--- config.mk ---
export PLATFORM = sky130hd
export DESIGN_NAME = escaped_api_frame_receiver_top_flat
export DESIGN_NICKNAME = d
export VERILOG_FILES = /design/src/design/eafr_pkg.sv /design/src/design/eafr_in_if.sv /design/src/design/eafr_out_if.sv /design/src/design/escaped_api_frame_receiver_top.sv /design/src/design/eafr_core.sv /design/src/flat_wrapper.sv
export SDC_FILE = /design/constraint.sdc
export NUM_CORES = 1
export LEC_CHECK = 0
export BUFFER_PORTS_ARGS = -buffer_cell sky130_fd_sc_hd__clkbuf_2
export CORE_ASPECT_RATIO = 0.6
export CORE_MARGIN = 2
export CORE_UTILIZATION = 55
export DETAILED_ROUTE_END_ITERATION = 12
export PLACE_DENSITY = 0.77
export SYNTH_ARGS = -nofsm -noshare
export SYNTH_HDL_FRONTEND = slang
export SYNTH_SLANG_ARGS = --single-unit
--- constraint.sdc ---
create_clock -name clk_i -period 7.2 [get_ports clk_i]
set_input_delay 0.72 -clock clk_i [delete_from_list [all_inputs] [get_ports clk_i]]
set_output_delay 0.72 -clock clk_i [all_outputs]
set_load 0.01 [all_outputs]
--- src/design/eafr_pkg.sv ---
// types and constants shared by the escaped api frame receiver
`default_nettype none

package eafr_pkg;

  localparam int unsigned LEN_W = 7;

  localparam logic [7:0] START_BYTE = 8'h7E;
  localparam logic [7:0] ESC_BYTE   = 8'h7D;
  localparam logic [7:0] ESC_XOR    = 8'h20;
  localparam logic [7:0] CR_BYTE    = 8'h0D;
  localparam logic [7:0] API_RX16   = 8'h81;
  localparam logic [7:0] API_TXSTAT = 8'h89;
  localparam logic [7:0] SUM_OK     = 8'hFF;

  localparam logic [LEN_W-1:0] RX_HDR_LEN = LEN_W'(5);

  typedef enum logic [1:0] {
    KIND_CHAR      = 2'd0,
    KIND_LINE_END  = 2'd1,
    KIND_DATA      = 2'd2,
    KIND_FRAME_END = 2'd3
  } eafr_kind_e;

  typedef enum logic [1:0] {
    STAT_OK      = 2'd0,
    STAT_BAD_SUM = 2'd1,
    STAT_BAD_API = 2'd2
  } eafr_status_e;

  typedef enum logic [3:0] {
    PH_HUNT = 4'b0001,
    PH_LEN  = 4'b0010,
    PH_PAY  = 4'b0100,
    PH_SUM  = 4'b1000
  } eafr_phase_e;

  typedef struct packed {
    eafr_kind_e       kind;
    logic [7:0]       data_byte;
    eafr_status_e     frame_status;
    logic [7:0]       api_id;
    logic [15:0]      source_address;
    logic [7:0]       signal_strength;
    logic [7:0]       rx_options;
    logic [7:0]       tx_frame_id;
    logic [7:0]       tx_status;
    logic [LEN_W-1:0] data_count;
  } eafr_result_t;

endpackage

`default_nettype wire

--- src/design/eafr_in_if.sv ---
// input channel: one received serial byte per word
`default_nettype none

interface eafr_in_if;
  logic       valid;
  logic       ready;
  logic [7:0] rx_byte;

  modport source (output valid, output rx_byte, input ready);
  modport sink (input valid, input rx_byte, output ready);
endinterface

`default_nettype wire

--- src/design/eafr_out_if.sv ---
// output channel: one decoded result per word
`default_nettype none

interface eafr_out_if;
  logic        valid;
  logic        ready;
  logic [1:0]  kind;
  logic [7:0]  data_byte;
  logic [1:0]  frame_status;
  logic [7:0]  api_id;
  logic [15:0] source_address;
  logic [7:0]  signal_strength;
  logic [7:0]  rx_options;
  logic [7:0]  tx_frame_id;
  logic [7:0]  tx_status;
  logic [6:0]  data_count;

  modport source (
    output valid, output kind, output data_byte, output frame_status, output api_id,
    output source_address, output signal_strength, output rx_options,
    output tx_frame_id, output tx_status, output data_count, input ready
  );
  modport sink (
    input valid, input kind, input data_byte, input frame_status, input api_id,
    input source_address, input signal_strength, input rx_options,
    input tx_frame_id, input tx_status, input data_count, output ready
  );
endinterface

`default_nettype wire

--- src/design/escaped_api_frame_receiver_top.sv ---
// escaped api frame receiver top level: input register, parser, result register
//
// channel   dir  handshake     word
// rx_i      in   valid/ready   rx_byte
// res_o     out  valid/ready   kind, data_byte, frame_status, header fields, data_count
// cfg       in   cfg_we_i      cfg_wdata_i = line_mode
//
// one byte per cycle sustained while results are taken; a byte waits in the input register
// and its result, if any, is loaded into the result register as the byte leaves it
// the parser state updates when a byte leaves the input register
// a held result stalls both stages; the input register still fills while empty
// reset puts the receiver in line mode, hunting for a start byte
`default_nettype none

module escaped_api_frame_receiver_top
  import eafr_pkg::*;
#(
  parameter int unsigned LINE_CHARS    = 30,
  parameter int unsigned MAX_FRAME_LEN = 126
) (
  input  wire logic   clk_i,
  input  wire logic   rst_ni,
  input  wire logic   cfg_we_i,
  input  wire logic   cfg_wdata_i,
  eafr_in_if.sink     rx_i,
  eafr_out_if.source  res_o
);

  logic         line_mode_q;
  logic         in_valid_q;
  logic [7:0]   in_byte_q;
  logic         out_valid_q;
  eafr_result_t out_q;
  eafr_result_t core_res;
  logic         core_valid;
  logic         advance;
  logic         step;

  assign advance  = !out_valid_q || res_o.ready;
  assign step     = in_valid_q && advance;
  assign rx_i.ready = !in_valid_q || advance;

  eafr_core #(
    .LINE_CHARS    (LINE_CHARS),
    .MAX_FRAME_LEN (MAX_FRAME_LEN)
  ) u_core (
    .clk_i       (clk_i),
    .rst_ni      (rst_ni),
    .step_i      (step),
    .rx_byte_i   (in_byte_q),
    .line_mode_i (line_mode_q),
    .res_o       (core_res),
    .res_valid_o (core_valid)
  );

  always_ff @(posedge clk_i or negedge rst_ni) begin
    if (!rst_ni) begin
      line_mode_q <= 1'b1;
      in_valid_q  <= 1'b0;
      out_valid_q <= 1'b0;
    end else begin
      if (cfg_we_i) begin
        line_mode_q <= cfg_wdata_i;
      end
      if (rx_i.ready) begin
        in_valid_q <= rx_i.valid;
      end
      if (advance) begin
        out_valid_q <= step && core_valid;
      end
    end
  end

  always_ff @(posedge clk_i) begin
    if (rx_i.valid && rx_i.ready) begin
      in_byte_q <= rx_i.rx_byte;
    end
    if (step && core_valid) begin
      out_q <= core_res;
    end
  end

  assign res_o.valid           = out_valid_q;
  assign res_o.kind            = out_q.kind;
  assign res_o.data_byte       = out_q.data_byte;
  assign res_o.frame_status    = out_q.frame_status;
  assign res_o.api_id          = out_q.api_id;
  assign res_o.source_address  = out_q.source_address;
  assign res_o.signal_strength = out_q.signal_strength;
  assign res_o.rx_options      = out_q.rx_options;
  assign res_o.tx_frame_id     = out_q.tx_frame_id;
  assign res_o.tx_status       = out_q.tx_status;
  assign res_o.data_count      = out_q.data_count;

endmodule

`default_nettype wire

--- src/design/eafr_core.sv ---
// line and frame parser state with its per-byte update
`default_nettype none

module eafr_core
  import eafr_pkg::*;
#(
  parameter int unsigned LINE_CHARS    = 30,
  parameter int unsigned MAX_FRAME_LEN = 126
) (
  input  wire logic         clk_i,
  input  wire logic         rst_ni,
  input  wire logic         step_i,
  input  wire logic [7:0]   rx_byte_i,
  input  wire logic         line_mode_i,
  output eafr_result_t      res_o,
  output logic              res_valid_o
);

  localparam logic [5:0]  LineLimit = 6'(LINE_CHARS);
  localparam logic [15:0] MaxLen    = 16'(MAX_FRAME_LEN);

  logic [4:0]       line_count_q, line_count_d;
  eafr_phase_e      phase_q, phase_d;
  logic             esc_q, esc_d;
  logic [LEN_W-1:0] byte_count_q, byte_count_d;
  logic [7:0]       len_hi_q, len_hi_d;
  logic [LEN_W-1:0] frame_len_q, frame_len_d;
  logic [7:0]       sum_q, sum_d;
  logic [7:0]       api_q, api_d;
  logic [15:0]      addr_q, addr_d;
  logic [7:0]       rssi_q, rssi_d;
  logic [7:0]       opt_q, opt_d;
  logic [7:0]       fid_q, fid_d;
  logic [7:0]       txs_q, txs_d;

  logic [7:0]       ub;
  logic [15:0]      full_len;
  logic [7:0]       sum_next;
  logic [LEN_W-1:0] count_next;

  assign ub         = esc_q ? (rx_byte_i ^ ESC_XOR) : rx_byte_i;
  assign full_len   = {len_hi_q, ub};
  assign sum_next   = sum_q + ub;
  assign count_next = byte_count_q + LEN_W'(1);

  always_comb begin
    line_count_d = line_count_q;
    phase_d      = phase_q;
    esc_d        = esc_q;
    byte_count_d = byte_count_q;
    len_hi_d     = len_hi_q;
    frame_len_d  = frame_len_q;
    sum_d        = sum_q;
    api_d        = api_q;
    addr_d       = addr_q;
    rssi_d       = rssi_q;
    opt_d        = opt_q;
    fid_d        = fid_q;
    txs_d        = txs_q;
    res_o        = '0;
    res_valid_o  = 1'b0;

    if (line_mode_i) begin
      res_valid_o = 1'b1;
      if (rx_byte_i == CR_BYTE || ({1'b0, line_count_q} + 6'd1) >= LineLimit) begin
        res_o.kind       = KIND_LINE_END;
        res_o.data_count = LEN_W'(line_count_q);
        line_count_d     = '0;
      end else begin
        res_o.kind      = KIND_CHAR;
        res_o.data_byte = rx_byte_i;
        line_count_d    = line_count_q + 5'd1;
      end
    end else if (phase_q == PH_HUNT) begin
      if (rx_byte_i == START_BYTE) begin
        phase_d      = PH_LEN;
        byte_count_d = '0;
        esc_d        = 1'b0;
      end
    end else if (rx_byte_i == ESC_BYTE && !esc_q) begin
      esc_d = 1'b1;
    end else begin
      esc_d = 1'b0;
      unique case (phase_q)
        PH_LEN: begin
          if (byte_count_q == '0) begin
            len_hi_d     = ub;
            byte_count_d = LEN_W'(1);
          end else if (full_len == 16'd0 || full_len > MaxLen) begin
            phase_d      = PH_HUNT;
            byte_count_d = '0;
            frame_len_d  = '0;
          end else begin
            phase_d      = PH_PAY;
            frame_len_d  = full_len[LEN_W-1:0];
            byte_count_d = '0;
            sum_d        = '0;
            api_d        = '0;
            addr_d       = '0;
            rssi_d       = '0;
            opt_d        = '0;
            fid_d        = '0;
            txs_d        = '0;
          end
        end
        PH_PAY: begin
          sum_d        = sum_next;
          byte_count_d = count_next;
          if (count_next >= frame_len_q) begin
            phase_d = PH_SUM;
          end
          if (byte_count_q == '0) begin
            api_d = ub;
          end else if (api_q == API_RX16) begin
            case (byte_count_q)
              LEN_W'(1): addr_d = {ub, 8'h00};
              LEN_W'(2): addr_d = {addr_q[15:8], ub};
              LEN_W'(3): rssi_d = ub;
              LEN_W'(4): opt_d  = ub;
              default: begin
                res_valid_o     = 1'b1;
                res_o.kind      = KIND_DATA;
                res_o.data_byte = ub;
              end
            endcase
          end else if (api_q == API_TXSTAT) begin
            if (byte_count_q == LEN_W'(1)) begin
              fid_d = ub;
            end else if (byte_count_q == LEN_W'(2)) begin
              txs_d = ub;
            end
          end
        end
        PH_SUM: begin
          sum_d                 = sum_next;
          res_valid_o           = 1'b1;
          res_o.kind            = KIND_FRAME_END;
          res_o.api_id          = api_q;
          res_o.source_address  = addr_q;
          res_o.signal_strength = rssi_q;
          res_o.rx_options      = opt_q;
          res_o.tx_frame_id     = fid_q;
          res_o.tx_status       = txs_q;
          if (sum_next != SUM_OK) begin
            res_o.frame_status = STAT_BAD_SUM;
          end else if (api_q == API_RX16 || api_q == API_TXSTAT) begin
            res_o.frame_status = STAT_OK;
          end else begin
            res_o.frame_status = STAT_BAD_API;
          end
          if (api_q == API_RX16 && frame_len_q > RX_HDR_LEN) begin
            res_o.data_count = frame_len_q - RX_HDR_LEN;
          end
          phase_d      = PH_HUNT;
          frame_len_d  = '0;
          byte_count_d = '0;
        end
        default: begin
          phase_d = PH_HUNT;
        end
      endcase
    end
  end

  always_ff @(posedge clk_i or negedge rst_ni) begin
    if (!rst_ni) begin
      line_count_q <= '0;
      phase_q      <= PH_HUNT;
      esc_q        <= 1'b0;
      byte_count_q <= '0;
      len_hi_q     <= '0;
      frame_len_q  <= '0;
      sum_q        <= '0;
      api_q        <= '0;
      addr_q       <= '0;
      rssi_q       <= '0;
      opt_q        <= '0;
      fid_q        <= '0;
      txs_q        <= '0;
    end else if (step_i) begin
      line_count_q <= line_count_d;
      phase_q      <= phase_d;
      esc_q        <= esc_d;
      byte_count_q <= byte_count_d;
      len_hi_q     <= len_hi_d;
      frame_len_q  <= frame_len_d;
      sum_q        <= sum_d;
      api_q        <= api_d;
      addr_q       <= addr_d;
      rssi_q       <= rssi_d;
      opt_q        <= opt_d;
      fid_q        <= fid_d;
      txs_q        <= txs_d;
    end
  end

endmodule

`default_nettype wire
--- src/flat_wrapper.sv ---
// flat-port wrapper written by rule: the top's interface ports become plain ports
module escaped_api_frame_receiver_top_flat import eafr_pkg::*;
#(
  parameter int unsigned LINE_CHARS    = 30,
  parameter int unsigned MAX_FRAME_LEN = 126
)
  (clk_i, rst_ni, cfg_we_i, cfg_wdata_i, rx_i_valid, rx_i_rx_byte, rx_i_ready, res_o_valid, res_o_kind, res_o_data_byte, res_o_frame_status, res_o_api_id, res_o_source_address, res_o_signal_strength, res_o_rx_options, res_o_tx_frame_id, res_o_tx_status, res_o_data_count, res_o_ready);
  eafr_in_if rx_i_i ();
  eafr_out_if res_o_i ();
  input  wire logic clk_i;
  input  wire logic rst_ni;
  input  wire logic cfg_we_i;
  input  wire logic cfg_wdata_i;
  input wire logic [$bits(rx_i_i.valid)-1:0] rx_i_valid;
  input wire logic [$bits(rx_i_i.rx_byte)-1:0] rx_i_rx_byte;
  output wire logic [$bits(rx_i_i.ready)-1:0] rx_i_ready;
  output wire logic [$bits(res_o_i.valid)-1:0] res_o_valid;
  output wire logic [$bits(res_o_i.kind)-1:0] res_o_kind;
  output wire logic [$bits(res_o_i.data_byte)-1:0] res_o_data_byte;
  output wire logic [$bits(res_o_i.frame_status)-1:0] res_o_frame_status;
  output wire logic [$bits(res_o_i.api_id)-1:0] res_o_api_id;
  output wire logic [$bits(res_o_i.source_address)-1:0] res_o_source_address;
  output wire logic [$bits(res_o_i.signal_strength)-1:0] res_o_signal_strength;
  output wire logic [$bits(res_o_i.rx_options)-1:0] res_o_rx_options;
  output wire logic [$bits(res_o_i.tx_frame_id)-1:0] res_o_tx_frame_id;
  output wire logic [$bits(res_o_i.tx_status)-1:0] res_o_tx_status;
  output wire logic [$bits(res_o_i.data_count)-1:0] res_o_data_count;
  input wire logic [$bits(res_o_i.ready)-1:0] res_o_ready;
  assign rx_i_i.valid = rx_i_valid;
  assign rx_i_i.rx_byte = rx_i_rx_byte;
  assign rx_i_ready = rx_i_i.ready;
  assign res_o_valid = res_o_i.valid;
  assign res_o_kind = res_o_i.kind;
  assign res_o_data_byte = res_o_i.data_byte;
  assign res_o_frame_status = res_o_i.frame_status;
  assign res_o_api_id = res_o_i.api_id;
  assign res_o_source_address = res_o_i.source_address;
  assign res_o_signal_strength = res_o_i.signal_strength;
  assign res_o_rx_options = res_o_i.rx_options;
  assign res_o_tx_frame_id = res_o_i.tx_frame_id;
  assign res_o_tx_status = res_o_i.tx_status;
  assign res_o_data_count = res_o_i.data_count;
  assign res_o_i.ready = res_o_ready;
  escaped_api_frame_receiver_top #(.LINE_CHARS(LINE_CHARS), .MAX_FRAME_LEN(MAX_FRAME_LEN)) u_core (.clk_i(clk_i), .rst_ni(rst_ni), .cfg_we_i(cfg_we_i), .cfg_wdata_i(cfg_wdata_i), .rx_i(rx_i_i), .res_o(res_o_i));
endmodule
==> summary.txt <==
Pre-Repair DR Iteration Count - 5
Status - completed
Total power - 2711 uW
Clk_skew - 0.008826 ns
Antenna Cells - 0
Slew Viols, Final - 0
Req. time, crit path - 7.26 ns
Max VDD drop - 0.1652 mV
1st-iter DRT viols - 510
Clk_lat worst skew - 0.42 ns
Layout cell share with drive strength beyond 1 - 28.84%
Via-to-Cell Ratio - 5.749
Clock sinks - 182
Synth warn - 0
Initial core utilization - 57.03%
Filler instances - 1101
Worst-case clock buffer depth - 2
Endpoints failing hold - 0
Vias after detailed routing - 5485
Initial antenna violation count - 0
Gr usage total - 23.88%
Critical path startpoint category - flip-flop
Post-synthesis sequential area ratio - 59.23%
Area grow syn2layout - 14.29%
Post-layout min period - 3.966 ns
Post-synthesis cell count - 656
DRC - 0
Synthesized area per cell - 12.80 um2
Num ports - 91
DP Cell Count - 922
Worst-Margin Slew - 1.011 ns
PostCTS Resize Cnt - 0
Post-CTS setup buffers - 0
Highest Clock Rate - 252.2 MHz
Core area - 14720 um2
Final setup vio count - 0
Hold-fix buffers at CTS - 0
Max_cap viols - 0
Crit Path Class - flip-flop to flip-flop
Overall die area - 16300 um2
Post-Syn Area - 8394 um2
Post-synth cell types - 64
Register-to-register path setup slack - 3.23 ns
CP endpoint kind - flip-flop
RePlAce Congestion - 0.9299
CP max FO - 40
Grt ovf - 0
Worst Path Arrival - 4.03 ns
Ys flop type - dfrtp_1
Setup TNS - 0 ns
Total Wirelength - 18310 um
Die height - 99.70 um
Row cnt - 34
Root buf cell - clkbuf_16
TritonCTS clock tree - yes
I/O Buffers - 90
Post-DRT Antenna Nets - 0
Pleak - 0.004175 uW
Number of CTS-inserted buffers - 17
Relative slew slack - 32.42%
Post-synth ARST share - 54.40%
Largest net degree at the start of global routing - 61
Die X - 163.5 um
Register-to-Register Path Depth - 7
Layout net count - 780
Post-DP HPWL - 13100 um
P per Cell Area - 282.6 nW/um2
RSZ-0062 raised after global routing - false
First-pass GRT wire length - 29260 um
Min-delay worst type - input port to async pin
Cell Count, Final, Fillers Out - 954
Vias in the first global route - 5519
FF+latch count, synth - 182
Syn Nets - 693
# H-tree levels - 4
EDFF count, synth - 83
DR WL/cell - 19.19 um
Final cycle utilization of the critical path - 55.08%
Clk slew on worst S/H paths - 0.07 ns
cell families after synthesis:
kind of cell | after synthesis | synth area share [%]
AO/OA/AOI/OAI | 87 | 7.691
XOR/XNOR | 18 | 1.878
adder cells (fa/ha/maj) | 23 | 3.518
buffers and inverters | 43 | 2.057
flip-flops | 182 | 59.23
multiplexers | 66 | 9.212
AND/OR/NAND/NOR | 237 | 16.41
sequential cells by signal, summed over array words and instances (netlist names), 7 cells and up:
signal and count:
u_core.res_o.signal_strength 8, u_core.res_o.data_count 7, u_core.res_o.data_byte 8, u_core.u_core.byte_count_q 7, u_core.res_o.tx_frame_id 8, u_core.u_core.api_q 8
u_core.u_core.addr_q 16, u_core.res_o.rx_options 8, u_core.u_core.opt_q 8, u_core.u_core.len_hi_q 8, u_core.res_o.api_id 8, u_core.u_core.rssi_q 8
u_core.res_o.tx_status 8, u_core.res_o.source_address 16, u_core.u_core.frame_len_q 7, u_core.u_core.txs_q 8, u_core.in_byte_q 8, u_core.u_core.sum_q 8
u_core.u_core.fid_q 8
critical path, cell delays in order, from the launching register on:
cell       delay [ns]
dfrtp_1          0.46
or4b_1           0.73
a31oi_1          0.37
o2111ai_1        0.28
a21oi_1          0.24
nor2_1           0.10
nor2_4           0.79
buf_4            0.57
power breakdown:
part / total, uW / internal [uW] / leakage [uW] / switching (uW)
Combinational: 529 / 220 / 0.00177 / 309
Sequential: 1300 / 1200 / 0.00214 / 99.8
Clock: 881 / 483 / 0.000261 / 399
Total: 2710 / 1900 / 0.00417 / 808
final cells by class:
class	instances	area, um2	area share (%)
Clock inverter	12	120.1	1.252
Multi-Input combinational cell	431	3267	34.05
Tap cell	198	247.7	2.582
Timing Repair Buffer	95	490.5	5.112
Clock buffer	20	436.7	4.551
Sequential cell	182	4972	51.83
Inverter	16	60.06	0.6260
synthesized netlist by cell type, types with 3 or more instances:
cell | instances | area share, %
a21oi_1 | 11 | 0.66
a21oi_4 | 4 | 0.78
a22o_1 | 15 | 1.6
a31oi_1 | 3 | 0.22
and2_1 | 73 | 5.4
and3_1 | 8 | 0.60
buf_1 | 3 | 0.13
buf_2 | 3 | 0.18
clkbuf_1 | 20 | 0.89
dfrtp_1 | 97 | 29
edfxtp_1 | 83 | 30
ha_1 | 22 | 3.3
inv_1 | 16 | 0.72
mux2_2 | 58 | 7.8
mux2_4 | 8 | 1.4
nand2_1 | 41 | 1.8
nand2b_1 | 10 | 0.75
nand3_1 | 10 | 0.60
nand4_1 | 4 | 0.30
nand4b_1 | 3 | 0.31
nor2_1 | 37 | 1.7
nor2b_1 | 7 | 0.52
nor3_1 | 11 | 0.66
nor4_1 | 5 | 0.37
o21ai_0 | 26 | 1.6
o2bb2ai_1 | 7 | 0.73
o31ai_1 | 3 | 0.27
or2_2 | 3 | 0.22
or3_1 | 5 | 0.37
or4b_1 | 3 | 0.36
xnor2_1 | 11 | 1.1
xor2_1 | 7 | 0.73
layout by cell type (no fill, tap or decap), types with 4 or more instances in the layout:
cell type,count
xnor2_1,11
nor3_2,4
nor3_1,9
mux2_4,8
ha_1,22
inv_1,16
nor2_1,36
nand4_1,4
nor2b_1,7
o21ai_0,26
a21oi_4,4
clkbuf_16,17
and2_1,73
clkbuf_2,89
nand2_1,41
nand2b_1,10
dfrtp_1,97
edfxtp_1,83
nand3_1,10
nor4_1,5
buf_4,6
o2bb2ai_1,7
a21oi_1,11
or3_1,5
xor2_1,7
and3_1,8
a22o_1,15
mux2_2,58
routing by layer:
layer / wire [um] / global-route usage (%) / share of wire [%] / vias up
li1: - / - / - / 2531
met1: 8834 / 35.41 / 48 / 2756
met2: 8152 / 36.09 / 45 / 175
met3: 1092 / 4.420 / 6.0 / 23
met4: 225 / 7.625 / 1.2 / 0
met5: 0 / 0 / 0 / -
per-stage QoR:
stage          utilization (%)  hold WS [ns]  cell area (um2)  setup slack, ns
2_1_floorplan                -        0.4244             8394            1.687
3_3_place_gp             61.40        0.4815             9037            3.408
3_5_place_dp             61.40        0.4880             9037            3.251
4_1_cts                  65.18        0.3343             9594            3.245
5_1_grt                  65.18        0.3672             9594            3.002
6_report                 65.18        0.3105             9594            3.234
path summary, 6_finish.rpt:
path                                           from                       endpoint
setup / recovery           u_core.u_core.phase_q[3]    u_core.res_o.tx_frame_id[1]
hold / removal                               rst_ni         u_core.u_core.sum_q[3]
setup reg to reg           u_core.u_core.phase_q[3]    u_core.res_o.tx_frame_id[1]
hold reg to reg             u_core.u_core.addr_q[4]        u_core.u_core.addr_q[4]
max in group asynchronous                    rst_ni  u_core.u_core.byte_count_q[3]
min in group clk_i                         cfg_we_i             u_core.line_mode_q
Note: power is estimated with default switching activity, not from simulation.
